--- src/hw/rtl/md5_pkg.sv ---
package md5_pkg;

  // One input transaction: a message byte, its valid flag and the end-of-message flag.
  typedef struct packed {
    logic [7:0] data_byte;
    logic       byte_valid;
    logic       end_of_message;
  } md5_in_t;

  // One output transaction: the four final chaining words.
  typedef struct packed {
    logic [31:0] digest_a;
    logic [31:0] digest_b;
    logic [31:0] digest_c;
    logic [31:0] digest_d;
  } md5_out_t;

  // Operations on the block word store.
  typedef enum logic [1:0] {
    BUF_NONE,
    BUF_BYTE,
    BUF_PAD,
    BUF_ZERO
  } buf_op_e;

  // Request from the sequencer to the block word store.
  typedef struct packed {
    buf_op_e     op;
    logic [5:0]  slot;
    logic [7:0]  data;
    logic [63:0] bit_len;
  } buf_req_t;

  localparam int unsigned Rounds = 64;

  // Slot from which padding no longer leaves room for the length words.
  localparam logic [5:0] LenSlot = 6'd56;

  localparam logic [7:0] PadByte = 8'h80;

  localparam logic [31:0] ChainInit [4] = '{
    32'h67452301, 32'hefcdab89, 32'h98badcfe, 32'h10325476
  };

  localparam logic [31:0] RoundConst [Rounds] = '{
    32'hd76aa478, 32'he8c7b756, 32'h242070db, 32'hc1bdceee,
    32'hf57c0faf, 32'h4787c62a, 32'ha8304613, 32'hfd469501,
    32'h698098d8, 32'h8b44f7af, 32'hffff5bb1, 32'h895cd7be,
    32'h6b901122, 32'hfd987193, 32'ha679438e, 32'h49b40821,
    32'hf61e2562, 32'hc040b340, 32'h265e5a51, 32'he9b6c7aa,
    32'hd62f105d, 32'h02441453, 32'hd8a1e681, 32'he7d3fbc8,
    32'h21e1cde6, 32'hc33707d6, 32'hf4d50d87, 32'h455a14ed,
    32'ha9e3e905, 32'hfcefa3f8, 32'h676f02d9, 32'h8d2a4c8a,
    32'hfffa3942, 32'h8771f681, 32'h6d9d6122, 32'hfde5380c,
    32'ha4beea44, 32'h4bdecfa9, 32'hf6bb4b60, 32'hbebfbc70,
    32'h289b7ec6, 32'heaa127fa, 32'hd4ef3085, 32'h04881d05,
    32'hd9d4d039, 32'he6db99e5, 32'h1fa27cf8, 32'hc4ac5665,
    32'hf4292244, 32'h432aff97, 32'hab9423a7, 32'hfc93a039,
    32'h655b59c3, 32'h8f0ccc92, 32'hffeff47d, 32'h85845dd1,
    32'h6fa87e4f, 32'hfe2ce6e0, 32'ha3014314, 32'h4e0811a1,
    32'hf7537e82, 32'hbd3af235, 32'h2ad7d2bb, 32'heb86d391
  };

  // Left rotate amount of a round, chosen by phase and round mod 4.
  function automatic logic [4:0] rot_amt(logic [5:0] rnd);
    logic [3:0] sel;
    logic [4:0] amt;
    sel = {rnd[5:4], rnd[1:0]};
    unique case (sel)
      4'd0:    amt = 5'd7;
      4'd1:    amt = 5'd12;
      4'd2:    amt = 5'd17;
      4'd3:    amt = 5'd22;
      4'd4:    amt = 5'd5;
      4'd5:    amt = 5'd9;
      4'd6:    amt = 5'd14;
      4'd7:    amt = 5'd20;
      4'd8:    amt = 5'd4;
      4'd9:    amt = 5'd11;
      4'd10:   amt = 5'd16;
      4'd11:   amt = 5'd23;
      4'd12:   amt = 5'd6;
      4'd13:   amt = 5'd10;
      4'd14:   amt = 5'd15;
      default: amt = 5'd21;
    endcase
    return amt;
  endfunction

  // Index of the block word that a round consumes.
  function automatic logic [3:0] msg_index(logic [5:0] rnd);
    logic [3:0] r;
    logic [3:0] idx;
    r = rnd[3:0];
    unique case (rnd[5:4])
      2'd0:    idx = r;
      2'd1:    idx = 4'(r * 4'd5 + 4'd1);
      2'd2:    idx = 4'(r * 4'd3 + 4'd5);
      default: idx = 4'(r * 4'd7);
    endcase
    return idx;
  endfunction

endpackage

--- src/hw/rtl/md5_message_digest.sv ---
// MD5 hashing engine taking one message byte per input transaction. The
// transaction that fills a 64-byte block then holds the input off through a
// set-up state, 64 rounds through a single shared round unit and a state that
// adds into the chaining words, so no further byte is taken until that block
// is compressed. A transaction with end_of_message set pads the block and
// compresses it; when fewer than nine byte slots remain a second, zeroed
// block with the length follows before the digest is offered.
// When the closing byte itself fills the block, that block is compressed
// first and a whole padding block follows.
// The digest sits in an output register; the next message may start while
// it waits, and a further digest is held back until it has been taken.
module md5_message_digest (
  input  logic              clk_i,
  input  logic              rst_ni,
  input  logic              in_valid_i,
  output logic              in_ready_o,
  input  md5_pkg::md5_in_t  in_data_i,
  output logic              out_valid_o,
  input  logic              out_ready_i,
  output md5_pkg::md5_out_t out_data_o
);
  import md5_pkg::*;

  typedef enum logic [2:0] {
    ST_IDLE,
    ST_SETUP,
    ST_ROUND,
    ST_FOLD,
    ST_PAD,
    ST_ZERO,
    ST_EMIT
  } state_e;

  typedef enum logic [1:0] {
    AFT_IDLE,
    AFT_PAD,
    AFT_ZERO,
    AFT_OUT
  } after_e;

  state_e      state_q;
  after_e      after_q;
  logic [5:0]  slot_q;
  logic [63:0] len_q;
  logic [31:0] chain_q [4];
  logic [31:0] a_q, b_q, c_q, d_q;
  logic [31:0] pre_q;
  logic [5:0]  rnd_q;
  logic        out_valid_q;
  md5_out_t    out_q;

  logic        in_acc;
  buf_req_t    buf_req;
  logic [3:0]  rd_addr;
  logic [31:0] rd_data;
  logic [5:0]  rnd_next;
  logic [31:0] new_b;

  assign in_ready_o  = (state_q == ST_IDLE);
  assign in_acc      = in_valid_i && in_ready_o;
  assign out_valid_o = out_valid_q;
  assign out_data_o  = out_q;
  assign rnd_next    = rnd_q + 6'd1;

  // Requests to the block store.
  always_comb begin
    buf_req.op      = BUF_NONE;
    buf_req.slot    = slot_q;
    buf_req.data    = in_data_i.data_byte;
    buf_req.bit_len = len_q;
    if (in_acc && in_data_i.byte_valid) begin
      buf_req.op = BUF_BYTE;
    end else if (state_q == ST_PAD) begin
      buf_req.op = BUF_PAD;
    end else if (state_q == ST_ZERO) begin
      buf_req.op = BUF_ZERO;
    end
  end

  // Word for the round after the current one; outside the rounds, the word of the first round.
  assign rd_addr = (state_q == ST_ROUND) ? msg_index(rnd_next) : msg_index(6'd0);

  md5_block_buf u_buf (
    .clk_i     (clk_i),
    .req_i     (buf_req),
    .rd_addr_i (rd_addr),
    .rd_data_o (rd_data)
  );

  md5_round u_round (
    .rnd_i (rnd_q),
    .b_i   (b_q),
    .c_i   (c_q),
    .d_i   (d_q),
    .pre_i (pre_q),
    .b_o   (new_b)
  );

  // Sequencer, working words and output register.
  always_ff @(posedge clk_i or negedge rst_ni) begin
    if (!rst_ni) begin
      state_q     <= ST_IDLE;
      after_q     <= AFT_IDLE;
      slot_q      <= '0;
      len_q       <= '0;
      chain_q     <= ChainInit;
      a_q         <= '0;
      b_q         <= '0;
      c_q         <= '0;
      d_q         <= '0;
      pre_q       <= '0;
      rnd_q       <= '0;
      out_valid_q <= 1'b0;
      out_q       <= '0;
    end else begin
      if (out_valid_q && out_ready_i) begin
        out_valid_q <= 1'b0;
      end
      unique case (state_q)
        ST_IDLE: begin
          if (in_acc) begin
            if (in_data_i.byte_valid) begin
              slot_q <= slot_q + 6'd1;
              len_q  <= len_q + 64'd8;
              if (slot_q == 6'd63) begin
                state_q <= ST_SETUP;
                after_q <= in_data_i.end_of_message ? AFT_PAD : AFT_IDLE;
              end else if (in_data_i.end_of_message) begin
                state_q <= ST_PAD;
              end
            end else if (in_data_i.end_of_message) begin
              state_q <= ST_PAD;
            end
          end
        end
        ST_SETUP: begin
          a_q     <= chain_q[0];
          b_q     <= chain_q[1];
          c_q     <= chain_q[2];
          d_q     <= chain_q[3];
          pre_q   <= chain_q[0] + RoundConst[0] + rd_data;
          rnd_q   <= '0;
          state_q <= ST_ROUND;
        end
        ST_ROUND: begin
          a_q   <= d_q;
          b_q   <= new_b;
          c_q   <= b_q;
          d_q   <= c_q;
          pre_q <= d_q + RoundConst[rnd_next] + rd_data;
          rnd_q <= rnd_next;
          if (rnd_q == 6'd63) begin
            state_q <= ST_FOLD;
          end
        end
        ST_FOLD: begin
          chain_q[0] <= chain_q[0] + a_q;
          chain_q[1] <= chain_q[1] + b_q;
          chain_q[2] <= chain_q[2] + c_q;
          chain_q[3] <= chain_q[3] + d_q;
          unique case (after_q)
            AFT_IDLE: state_q <= ST_IDLE;
            AFT_PAD:  state_q <= ST_PAD;
            AFT_ZERO: state_q <= ST_ZERO;
            default:  state_q <= ST_EMIT;
          endcase
        end
        ST_PAD: begin
          state_q <= ST_SETUP;
          after_q <= (slot_q >= LenSlot) ? AFT_ZERO : AFT_OUT;
        end
        ST_ZERO: begin
          state_q <= ST_SETUP;
          after_q <= AFT_OUT;
        end
        ST_EMIT: begin
          // Wait for the previous digest to be taken before overwriting it.
          if (!out_valid_q || out_ready_i) begin
            out_q.digest_a <= chain_q[0];
            out_q.digest_b <= chain_q[1];
            out_q.digest_c <= chain_q[2];
            out_q.digest_d <= chain_q[3];
            out_valid_q    <= 1'b1;
            chain_q        <= ChainInit;
            len_q          <= '0;
            slot_q         <= '0;
            rnd_q          <= '0;
            state_q        <= ST_IDLE;
          end
        end
        default: begin
          state_q <= ST_IDLE;
        end
      endcase
    end
  end

endmodule

--- src/hw/rtl/md5_block_buf.sv ---
module md5_block_buf (
  input  logic              clk_i,
  input  md5_pkg::buf_req_t req_i,
  input  logic [3:0]        rd_addr_i,
  output logic [31:0]       rd_data_o
);
  import md5_pkg::*;

  logic [31:0] words_q [16];

  // Byte writes, in-place padding and the zero block with the length words.
  always_ff @(posedge clk_i) begin
    unique case (req_i.op)
      BUF_BYTE: begin
        words_q[req_i.slot[5:2]][{req_i.slot[1:0], 3'b000} +: 8] <= req_i.data;
      end
      BUF_PAD: begin
        for (int w = 0; w < 16; w++) begin
          for (int j = 0; j < 4; j++) begin
            if (6'(w * 4 + j) == req_i.slot) begin
              words_q[w][j*8 +: 8] <= PadByte;
            end else if (6'(w * 4 + j) > req_i.slot) begin
              words_q[w][j*8 +: 8] <= 8'h00;
            end
          end
        end
        if (req_i.slot < LenSlot) begin
          words_q[14] <= req_i.bit_len[31:0];
          words_q[15] <= req_i.bit_len[63:32];
        end
      end
      BUF_ZERO: begin
        for (int w = 0; w < 14; w++) begin
          words_q[w] <= '0;
        end
        words_q[14] <= req_i.bit_len[31:0];
        words_q[15] <= req_i.bit_len[63:32];
      end
      BUF_NONE: begin
      end
      default: begin
      end
    endcase
  end

  // Single read port for the word that the next round consumes.
  assign rd_data_o = words_q[rd_addr_i];

endmodule

--- src/hw/rtl/md5_round.sv ---
module md5_round (
  input  logic [5:0]  rnd_i,
  input  logic [31:0] b_i,
  input  logic [31:0] c_i,
  input  logic [31:0] d_i,
  input  logic [31:0] pre_i,
  output logic [31:0] b_o
);
  import md5_pkg::*;

  logic [31:0] mix;
  logic [31:0] sum;
  logic [63:0] dbl;

  // Boolean function of the current phase.
  always_comb begin
    unique case (rnd_i[5:4])
      2'd0:    mix = (b_i & c_i) | (~b_i & d_i);
      2'd1:    mix = (d_i & b_i) | (~d_i & c_i);
      2'd2:    mix = b_i ^ c_i ^ d_i;
      default: mix = c_i ^ (b_i | ~d_i);
    endcase
  end

  // The precomputed a + K + M joins the mix, then rotate and add b.
  assign sum = mix + pre_i;
  assign dbl = {sum, sum} << rot_amt(rnd_i);
  assign b_o = b_i + dbl[63:32];

endmodule

--- config.mk ---
export PLATFORM = sky130hd
export DESIGN_NAME = md5_message_digest
export DESIGN_NICKNAME = d
export VERILOG_FILES = /design/src/hw/rtl/md5_pkg.sv /design/src/hw/rtl/md5_message_digest.sv /design/src/hw/rtl/md5_block_buf.sv /design/src/hw/rtl/md5_round.sv
export SDC_FILE = /design/constraint.sdc
export NUM_CORES = 2
export LEC_CHECK = 0
export BUFFER_PORTS_ARGS = -buffer_cell sky130_fd_sc_hd__clkbuf_2
export CORE_MARGIN = 5
export CORE_UTILIZATION = 30
export DETAILED_ROUTE_END_ITERATION = 8
export PLACE_DENSITY_LB_ADDON = 0.15
export SKIP_LAST_GASP = 1
export SLEW_MARGIN = 5
export SYNTH_ARGS = -nofsm -noshare
export SYNTH_HDL_FRONTEND = slang
export SYNTH_SLANG_ARGS = --single-unit
--- constraint.sdc ---
create_clock -name clk_i -period 8.4 [get_ports clk_i]
set_input_delay 1.68 -clock clk_i [delete_from_list [all_inputs] [get_ports clk_i]]
set_output_delay 1.68 -clock clk_i [all_outputs]
set_load 0.01 [all_outputs]
==> flow_summary.ini <==
[critical_path]
crit_fanout = 37
critPathKind = register to register
slowest_delay_ns = 0.59
end_kind = register
startpoint_type = register
cpMostUsedCell = a21oi_1
path_buf_inv = 3
slowest_stage = dfrtp_4
cp.arrival_ns = 8.49
required_ns = 9.02
critPathTopFamily = compound AO/OA/AOI/OAI gates

[sta]
grt_setup_unrepaired = true
timing.final.crit_share = 0.937
finalSetupTns_ns = 0
fmax_ghz = 0.127
min_period_ns = 7.87
fin_skew_ns = 0.0727
slew_violations = 0
holdWs_ns = 0.456
relSlewSlack = 0.143
setup_viol = 0
worst_pin_slew_ns = 1.27
hold_viol = 0

[synthesis]
synth.cell_area_um2 = 66300
syn_nets = 9125
ys_ff_latch = 1007
ys_types = 105
yosys_warnings = 0
ys_seq_area_frac = 0.360
synth_cells = 8753
syn_avg_cell_area_um2 = 7.57
async_reset_ff_frac = 0.492
synth_ff_type = dfrtp_1
synth-edff-count = 115

[cells_and_area]
fillerInstances = 23446
layout_commonest_cell = nand2_1
layout_common_cells = nand2_1, nor2_1, a21oi_1, o21ai_0, dfrtp_1
area_growth_pct = 13.7
drive_gt1_frac = 0.0916
postLayoutCoreUtil = 0.343
final_nets = 9074

[floorplanning]
die_w_um = 480
ios = 144
dieArea_um2 = 230000
core_area_um2 = 220000
rows = 172
start_util = 0.302
die_h_um = 480

[placed_design]
gp_congestion = 0.927
hpwl_um = 208000
portBuffers = 143

[flow_run]
cap_violations = 0

[grt]
grt_pass1_vias = 61167
grt_pass1_wl_um = 416000
track_usage = 0.236
grt_max_degree = 174
antenna_found_initial = 3
grt_overflow = 0

[detailed_routing]
vias = 64432
vias_per_cell = 5.47
drc = 0
drtIter0Drc = 5915
ant_nets = 0
drt_first_pass_iters = 6
wirelength_um = 282000
wl_per_cell_um = 24.0

[clock_tree]
h-tree-depth = 4
cts_root_buf = clkbuf_16
clkTransAtPathRegs_ns = 0.06
cts_buffer_depth = 3
cts_made_buffers = 130
clock_latency_ns = 0.84
cts_hold_buf = 0
cts.sinks = 1007
cts_tree = done

[min_path]
worstHoldPathType = register to register

[status]
status = complete, no violations
==> logic make-up (layout without fill, tap and decap cells) <==
family                     count (synthesis)  count (layout)  synth area share
AOI/OAI and AO/OA                       2599            2599             0.237
xor gates and xnor gates                 289             289            0.0387
adders and majority gates                358             358            0.0723
buffers and inverters                    870             928            0.0500
DFF                                     1007            1007             0.360
muxes                                     92              92            0.0152
other                                      0               1                 0
and+or+nand+nor                         3538            3538             0.226
==> worst paths after layout <==
check	startpoint	end	slack [ns]	depth (start not counted)
max	rnd_q[4]$_DFFE_PN0P_	b_q[26]$_DFFE_PN0P_	0.53	36
min	u_buf.words_q[11][20]$_SDFFE_PP0P_	u_buf.words_q[11][20]$_SDFFE_PP0P_	0.46	2
max reg2reg	rnd_q[4]$_DFFE_PN0P_	b_q[26]$_DFFE_PN0P_	0.53	36
min reg2reg	u_buf.words_q[11][20]$_SDFFE_PP0P_	u_buf.words_q[11][20]$_SDFFE_PP0P_	0.46	2
max in group asynchronous	rst_ni	rnd_q[4]$_DFFE_PN0P_	5.90	2
min in group asynchronous	rst_ni	out_data_o[57]$_DFFE_PN0P_	0.89	1
==> flip-flops by register name, summed over array words and instances, names as in the netlist <==
name	cells
pre_q	32
c_q	32
b_q	32
u_buf.words_q	512
chain_q	128
state_q	3
len_q	61
out_valid_o	1
slot_q	6
d_q	32
after_q	2
out_data_o	128
rnd_q	6
a_q	32
==> cell type report <==
cell class	count	area, µm²	area share
Inverter	273	1020	0.0136
Antenna cell	1	2.50	0.0000332
Multi-Input combinational cell	6876	39400	0.522
Timing Repair Buffer	414	2990	0.0396
Clock buffer	188	3680	0.0488
Sequential cell	1007	23900	0.317
Clock inverter	53	749	0.00994
Tap cell	2958	3700	0.0491
==> timing repair <==
item                                    CTS  global route
buffers inserted                          0             3
endpoints found under the hold margin     0             0
endpoints found under the setup margin    0             6
gates resized for setup                   0            14
==> routing by layer <==
layer  vias up  part of all wire  global-route usage
met5         -          0.000028                   0
met4         2             0.039              0.0842
met3       449             0.054              0.0320
met2      2135              0.47               0.392
met1     31428              0.44               0.315
li1      30418                 -                   -
==> through the flow <==
stage / setup WS, ns / cell area, µm² / cells
6_report: 0.529 / 75400 / 11770
5_1_grt: 0.00402 / 75400 / 11770
4_1_cts: 0.390 / 75300 / 11766
3_5_place_dp: 0.502 / 70900 / 11525
3_3_place_gp: 0.368 / 70900 / 11525
2_1_floorplan: 0.351 / 66300 / 8753
==> synth_stat cells, types with 41 or more instances <==
master    number  share of area
a211oi_1     185          0.021
a21o_1       145          0.016
a21oi_1     1030          0.078
a311oi_1      59         0.0078
a31oi_1      274          0.026
and2_1       145          0.014
buf_1         71         0.0040
clkbuf_1     501          0.028
dfrtp_1      431           0.16
dfstp_2       64          0.025
dfxtp_1      397           0.12
edfxtp_1     115          0.052
fa_1          42          0.013
ha_1         316          0.060
inv_1        268          0.015
mux2i_1       70          0.011
nand2_1     1493          0.085
nand2b_1      60         0.0057
nand3_1      148          0.011
nand4_1       41         0.0039
nor2_1      1304          0.074
nor3_1       111         0.0084
o21ai_0      478          0.036
o22ai_1       62         0.0059
or3_1         41         0.0039
xnor2_1      137          0.018
xor2_1       148          0.020
==> worst min-delay path: cells and delay by family, from the launching register on <==
kind / cells / cell delay, ns
flops: 1 / 0.32
simple gates: 1 / 0.05
compound gates: 1 / 0.05
Power is left out: the tool's default activity adds up to more than one toggle a clock period on the data nets, which glitch-free logic cannot reach.
